### src/rtl/core/tss_pkg.sv
// Shared types and constants for the Taylor sine/cosine pipeline.
package tss_pkg;

    // Internal fixed-point format: Q.24 throughout the term chain.
    localparam int WORK_BITS = 24;
    localparam int XW        = 29;  // signed work angle before reduction
    localparam int UX_W      = 27;  // reduced angle, [0, 2pi)
    localparam int MAG_W     = 31;  // term magnitude
    localparam int V_W       = 34;  // (mag * x) >> 24
    localparam int HALF_W    = 17;  // reciprocal split for partial products
    localparam int DIV_SHIFT = 34;  // reciprocal scale
    localparam int DIV_W     = 6;   // divisor width
    localparam int SUM_W     = 33;  // signed running sum
    localparam int CNT_W     = 4;   // term count

    localparam logic signed [XW-1:0] TWO_PI_W  = 29'sd105414357;
    localparam logic signed [XW-1:0] HALF_PI_W = 29'sd26353589;

    localparam int MAX_TERMS_DEF = 12;
    localparam int FRAC_BITS_DEF = 16;

    localparam logic [CNT_W-1:0] TERMS_RESET    = 4'd10;
    localparam logic             REG_TERMS_USED = 1'b0;
    localparam int               PADDR_W        = 3;

    typedef struct packed {
        logic                    vld;
        logic [CNT_W-1:0]        cnt;
        logic [UX_W-1:0]         ux;
        logic signed [SUM_W-1:0] sum;
    } t_lane;

endpackage

### src/rtl/core/tss_front.sv
// Front stages: angle to Q.24, cosine offset, reduction into [0, 2pi).
module tss_front #(
    parameter int FRAC_BITS = tss_pkg::FRAC_BITS_DEF,
    parameter int MAX_TERMS = tss_pkg::MAX_TERMS_DEF
) (
    input  logic                              i_clk,
    input  logic                              i_rst_n,
    input  logic                              i_en,
    input  logic                              i_vld,
    input  logic                              i_cmd,
    input  logic signed [FRAC_BITS+3:0]       i_angle,
    input  logic [tss_pkg::CNT_W-1:0]         i_terms,
    output tss_pkg::t_lane                    o_lane,
    output logic [tss_pkg::MAG_W-1:0]         o_mag
);

    localparam int AW = FRAC_BITS + 4;
    localparam int XW = tss_pkg::XW;

    logic signed [XW-1:0]          w_work;
    logic signed [XW-1:0]          r_x;
    logic [tss_pkg::CNT_W-1:0]     r_cnt;
    logic [tss_pkg::CNT_W-1:0]     n_cnt;
    logic                          r_vld;
    logic signed [XW-1:0]          n_red;
    tss_pkg::t_lane                r_lane;

    generate
        if (FRAC_BITS <= tss_pkg::WORK_BITS) begin : g_up
            assign w_work = XW'(i_angle) <<< (tss_pkg::WORK_BITS - FRAC_BITS);
        end else begin : g_down
            localparam logic signed [AW:0] RND = (AW+1)'(1) <<< (FRAC_BITS - 25);
            logic signed [AW:0] w_rnd;
            assign w_rnd  = (AW+1)'(i_angle) + RND;
            assign w_work = XW'(w_rnd >>> (FRAC_BITS - tss_pkg::WORK_BITS));
        end
    endgenerate

    always_comb begin
        if ((tss_pkg::CNT_W+1)'(i_terms) > (tss_pkg::CNT_W+1)'(MAX_TERMS)) begin
            n_cnt = tss_pkg::CNT_W'(MAX_TERMS);
        end else begin
            n_cnt = i_terms;
        end
    end

    always_comb begin
        if (r_x < -tss_pkg::TWO_PI_W) begin
            n_red = r_x + (tss_pkg::TWO_PI_W <<< 1);
        end else if (r_x < 0) begin
            n_red = r_x + tss_pkg::TWO_PI_W;
        end else if (r_x >= tss_pkg::TWO_PI_W) begin
            n_red = r_x - tss_pkg::TWO_PI_W;
        end else begin
            n_red = r_x;
        end
    end

    always_ff @(posedge i_clk) begin
        if (!i_rst_n) begin
            r_vld      <= 1'b0;
            r_lane.vld <= 1'b0;
        end else if (i_en) begin
            r_vld      <= i_vld;
            r_lane.vld <= r_vld;
            r_x        <= w_work + (i_cmd ? tss_pkg::HALF_PI_W : XW'(0));
            r_cnt      <= n_cnt;
            r_lane.cnt <= r_cnt;
            r_lane.ux  <= tss_pkg::UX_W'(n_red);
            // first term is x itself
            r_lane.sum <= (r_cnt != '0)
                        ? tss_pkg::SUM_W'($unsigned(tss_pkg::UX_W'(n_red)))
                        : tss_pkg::SUM_W'(0);
        end
    end

    assign o_lane = r_lane;
    assign o_mag  = tss_pkg::MAG_W'(r_lane.ux);

endmodule

### config.mk
export PLATFORM = sky130hd
export DESIGN_NAME = tss_front
export DESIGN_NICKNAME = d
export VERILOG_FILES = /design/src/rtl/core/tss_pkg.sv /design/src/rtl/core/tss_front.sv
export SDC_FILE = /design/constraint.sdc
export NUM_CORES = 1
export LEC_CHECK = 0
export BUFFER_PORTS_ARGS = -buffer_cell sky130_fd_sc_hd__buf_4
export CAP_MARGIN = 20
export CORE_ASPECT_RATIO = 0.7
export CORE_MARGIN = 2
export CORE_UTILIZATION = 43
export DETAILED_ROUTE_END_ITERATION = 8
export GPL_ROUTABILITY_DRIVEN = 0
export PLACE_DENSITY = 0.66
export SLEW_MARGIN = 20
export SYNTH_ARGS = -nofsm -noshare
export SYNTH_HDL_FRONTEND = slang
export SYNTH_SLANG_ARGS = --single-unit
### constraint.sdc
create_clock -name i_clk -period 5.8 [get_ports i_clk]
set_input_delay 0 -clock i_clk [delete_from_list [all_inputs] [get_ports i_clk]]
set_output_delay 0 -clock i_clk [all_outputs]
set_load 0.03 [all_outputs]
==> impl.org <==
** GRT
- GRT Util Overall :: 18.6%
- Initial antenna violation count :: 0
- Global-route wire length before repair :: 19.1 mm
- The number of global-route vias before repair was 3,720.
- Grt total ovfl :: 0
- Entering global routing, the biggest net connects 81 pins.

** Floorplan
- During I/O placement, the number of pins put on the boundary was 125.
- The core region is 0.0119 mm^2.
- In this run the core area contains 33 standard-cell rows.
- Die height :: 96.7 um
- Die outline width :: 136 um
- Die area :: 0.0132 mm^2
- For this configuration, the core starts out at a cell density of 44.5%.

** Power and ir drop
- The design draws 1.84 mW.
- Sw Share :: 28.3%
- Sequential cell fraction of total power :: 41.8%
- Internal power comes to 1.32 mW.
- Share of power burned in combinational logic :: 22.6%
- Static leakage power :: 2.63 nW
- VDD IR-drop max :: 0.149 mV
- Switching pwr :: 0.519 mW
- PwrDens :: 282 mW/mm^2
- Clock network power share :: 35.6%

** Yosys
- After synthesis, flip-flops and latches occupy 46.3% of the total area.
- Yosys synthesis warning count :: 0
- Number of storage elements in the synthesis netlist :: 82
- For this run, asynchronously set or reset flops after synthesis account for 0%.
- In this run the mean area of a mapped cell was 10.7 um^2.
- The synthesized design contains 80 enable-type register cells.
- Cell types occupying the most area after synthesis :: sky130_fd_sc_hd__edfxtp_1 (46%), sky130_fd_sc_hd__buf_4 (6.0%), sky130_fd_sc_hd__ha_1 (4.0%)
- Among all cell types in the netlist, the one instantiated most often is sky130_fd_sc_hd__edfxtp_1.
- Synthesis produced a netlist whose cell count is 495.
- Post-synthesis cell type with the largest combined area :: sky130_fd_sc_hd__edfxtp_1
- Distinct cells, synth :: 77
- The commonest cells after synthesis are sky130_fd_sc_hd__edfxtp_1 (80), sky130_fd_sc_hd__buf_4 (42), sky130_fd_sc_hd__nand2_1 (36).
- Among all flip-flop cells after synthesis, the most frequent one is sky130_fd_sc_hd__edfxtp_1.
- Netlist Area Pre-Place :: 0.00528 mm^2
- Area share of the leading cell type in the synthesized netlist :: 45.5%

** Layout
- Share of the core filled with cells :: 54.9%
- Cells with a size suffix above 1 make up 26.6% of the layout.
- The number of antenna diodes in the final layout is 0.
- # nets final :: 629
- Relative to the synthesized area, the layout overhead comes to 23.4%.
- Excluding fillers, the count of instances in the completed layout stands at 744.
- Summing all non-filler instances in the final layout gives an area of 0.00651 mm^2.

** Placement
- Detailed placement ended at an HPWL of 8.62 mm.
- Placed Area :: 0.00595 mm^2
- Counting tap cells, the placed design contains a total of 708 instances.
- Port buffering added 114 buffers.

** Timing
- After routing, the total negative slack on setup checks comes to 0 ps.
- After layout, the minimum clock period comes to 3780 ps.
- Ratio of final minimum period to clock period :: 65.2%
- Slew margin rel. :: 42.3%
- Based on the critical path, the design can be clocked at up to 264 MHz.
- The hold violation total from the final report is 0.
- Worst clock skew on the final layout :: 6.76 ps
- Worst slew pin tran :: 865 ps
- Setup violations remaining at the end of the flow were counted as 0.
- Final Max Slew Viols :: 0
- Setup repair after global routing missed its margin :: no

** Routing
- The first detailed-routing pass took 7 iterations.
- In this run, the number of DRC markers left after iteration 0 of detailed routing was 430.
- For this block, the via count after detailed routing is 4,151.
- Using the TritonRoute via totals, the vias-per-cell ratio works out to 5.58.
- # DRC :: 0
- Total length of routed wires :: 12.2 mm
- Number of nets with antenna violations after routing :: 0
- After detailed routing, the average wire length per cell comes to 16.4 um.

** Clock tree
- Clock-pin slew was measured on the worst setup and hold paths at 60 ps.
- Clk Latency, worst-skew pair :: 340 ps
- Sink Count :: 82
- CTS tree :: done
- Clock Tree Buf Depth :: 2
- The tree is rooted in a sky130_fd_sc_hd__clkbuf_16.
- Number of clock buffers inserted by TritonCTS :: 9
- H-tree depth :: 3
- Count of cells resized by post-cts repair :: 0

** Setup path
- Worst-case reg-to-reg path depth :: 8
- The setup path with the least slack is of type reg -> reg.
- CP startpoint kind :: flip-flop
- For the worst setup path, the data arrival time is 3880 ps.
- The worst setup path is captured at a flip-flop.
- Max FO, Critical Path :: 12
- At the worst endpoint, the required time is 5900 ps.

** Min path
- Min-Delay Path Depth :: 2
- In this run the worst hold path is classified as in -> reg.

** Job
- Maximum capacitance violations :: 0

** Run status
- The run finished with clean final reports.
## cells by family after synthesis
kind of cell    synth area share, %
simple gates                   16.1
compound gates                 15.1
flops                          46.3
buf+inv                        9.11
xor+xnor                       5.48
fa+ha+maj                      4.41
mux                            3.42
other cells                  0.0711
## cell type report
| cell class | count | area (um^2) |
|---|---|---|
| Fill cell | 1039 | 5340 |
| Timing Repair Buffer | 136 | 1090 |
| Tap cell | 157 | 196 |
| Clock inverter | 5 | 103 |
| Multi-Input combinational cell | 342 | 2390 |
| Clock buffer | 11 | 243 |
| Inverter | 11 | 41.3 |
| Sequential cell | 82 | 2440 |
## path summary, 6_finish.rpt
path / from / end / slack (ps)
max: r_x[7] / o_lane[14] / 2020
min reg2reg: r_cnt[3] / o_lane[63] / 500
max reg2reg: r_x[7] / o_lane[14] / 2020
min: i_angle[1] / r_x[9] / 2
## critical path: stages, from the launching register on
cell                       delay [ps]
sky130_fd_sc_hd__edfxtp_1         560
sky130_fd_sc_hd__inv_1            190
sky130_fd_sc_hd__ha_1             240
sky130_fd_sc_hd__a2111o_1         470
sky130_fd_sc_hd__or4_4            480
sky130_fd_sc_hd__a21oi_2          580
sky130_fd_sc_hd__mux2_2           450
sky130_fd_sc_hd__o21ai_1          210
sky130_fd_sc_hd__mux2_2           360
## stage by stage
| step | hold slack [ps] | setup WS [ps] |
|---|---|---|
| 4_1_cts | 4.30 | 2060 |
| 3_3_place_gp | 193 | 2210 |
| 6_report | 1.65 | 2020 |
| 5_1_grt | 8.88 | 1830 |
| 3_5_place_dp | 196 | 2060 |
| 2_1_floorplan | 98.9 | 2720 |
## cell usage in the layout (no fill, tap or decap), types with 8 or more instances in the layout
cell type and count:
sky130_fd_sc_hd__edfxtp_1 80, sky130_fd_sc_hd__xnor2_1 21, sky130_fd_sc_hd__buf_4 116, sky130_fd_sc_hd__nor2_1 26, sky130_fd_sc_hd__ha_1 17, sky130_fd_sc_hd__a21o_1 8, sky130_fd_sc_hd__mux2i_1 12, sky130_fd_sc_hd__clkbuf_16 9
sky130_fd_sc_hd__a21oi_1 18, sky130_fd_sc_hd__and2_1 8, sky130_fd_sc_hd__and3_1 12, sky130_fd_sc_hd__conb_1 10, sky130_fd_sc_hd__inv_1 9, sky130_fd_sc_hd__xor2_1 12, sky130_fd_sc_hd__o21ai_0 9, sky130_fd_sc_hd__dlygate4sd3_1 19
sky130_fd_sc_hd__nand2b_1 12, sky130_fd_sc_hd__nand3_1 18, sky130_fd_sc_hd__nand2_1 36, sky130_fd_sc_hd__nor3_1 13
## sequential cells by signal, indices dropped and copies added (netlist names)
| register | flops |
|---|---|
| r_cnt | 4 |
| o_lane | 55 |
| r_x | 22 |
| r_vld | 1 |
## power by group through the flow
stage / Clock [mW] / Sequential (mW) / Combinational (mW)
4_1_cts: 0.666 / 0.766 / 0.413
5_1_grt: 0.685 / 0.774 / 0.450
2_1_floorplan: 0 / 0.792 / 0.282
6_report: 0.654 / 0.767 / 0.415
3_5_place_dp: 0 / 0.778 / 0.401
3_3_place_gp: 0 / 0.776 / 0.396
## routing by layer
metal / part of all wire (%) / wire length, um / GRT usage (%) / vias up
met1: 46 / 5580 / 25.8 / 1973
met2: 44 / 5410 / 28.2 / 187
met5: 0 / 0 / 0 / -
met3: 8.0 / 982 / 4.51 / 25
met4: 2.1 / 253 / 7.05 / 0
li1: - / - / - / 1966
## repair_timing
action | 4_1_cts | 5_1_grt
hold buffers | 19 | 0
buffers inserted | 0 | 0
hold endpoints to repair | 19 | 0
(Power assumes the default switching activity.)
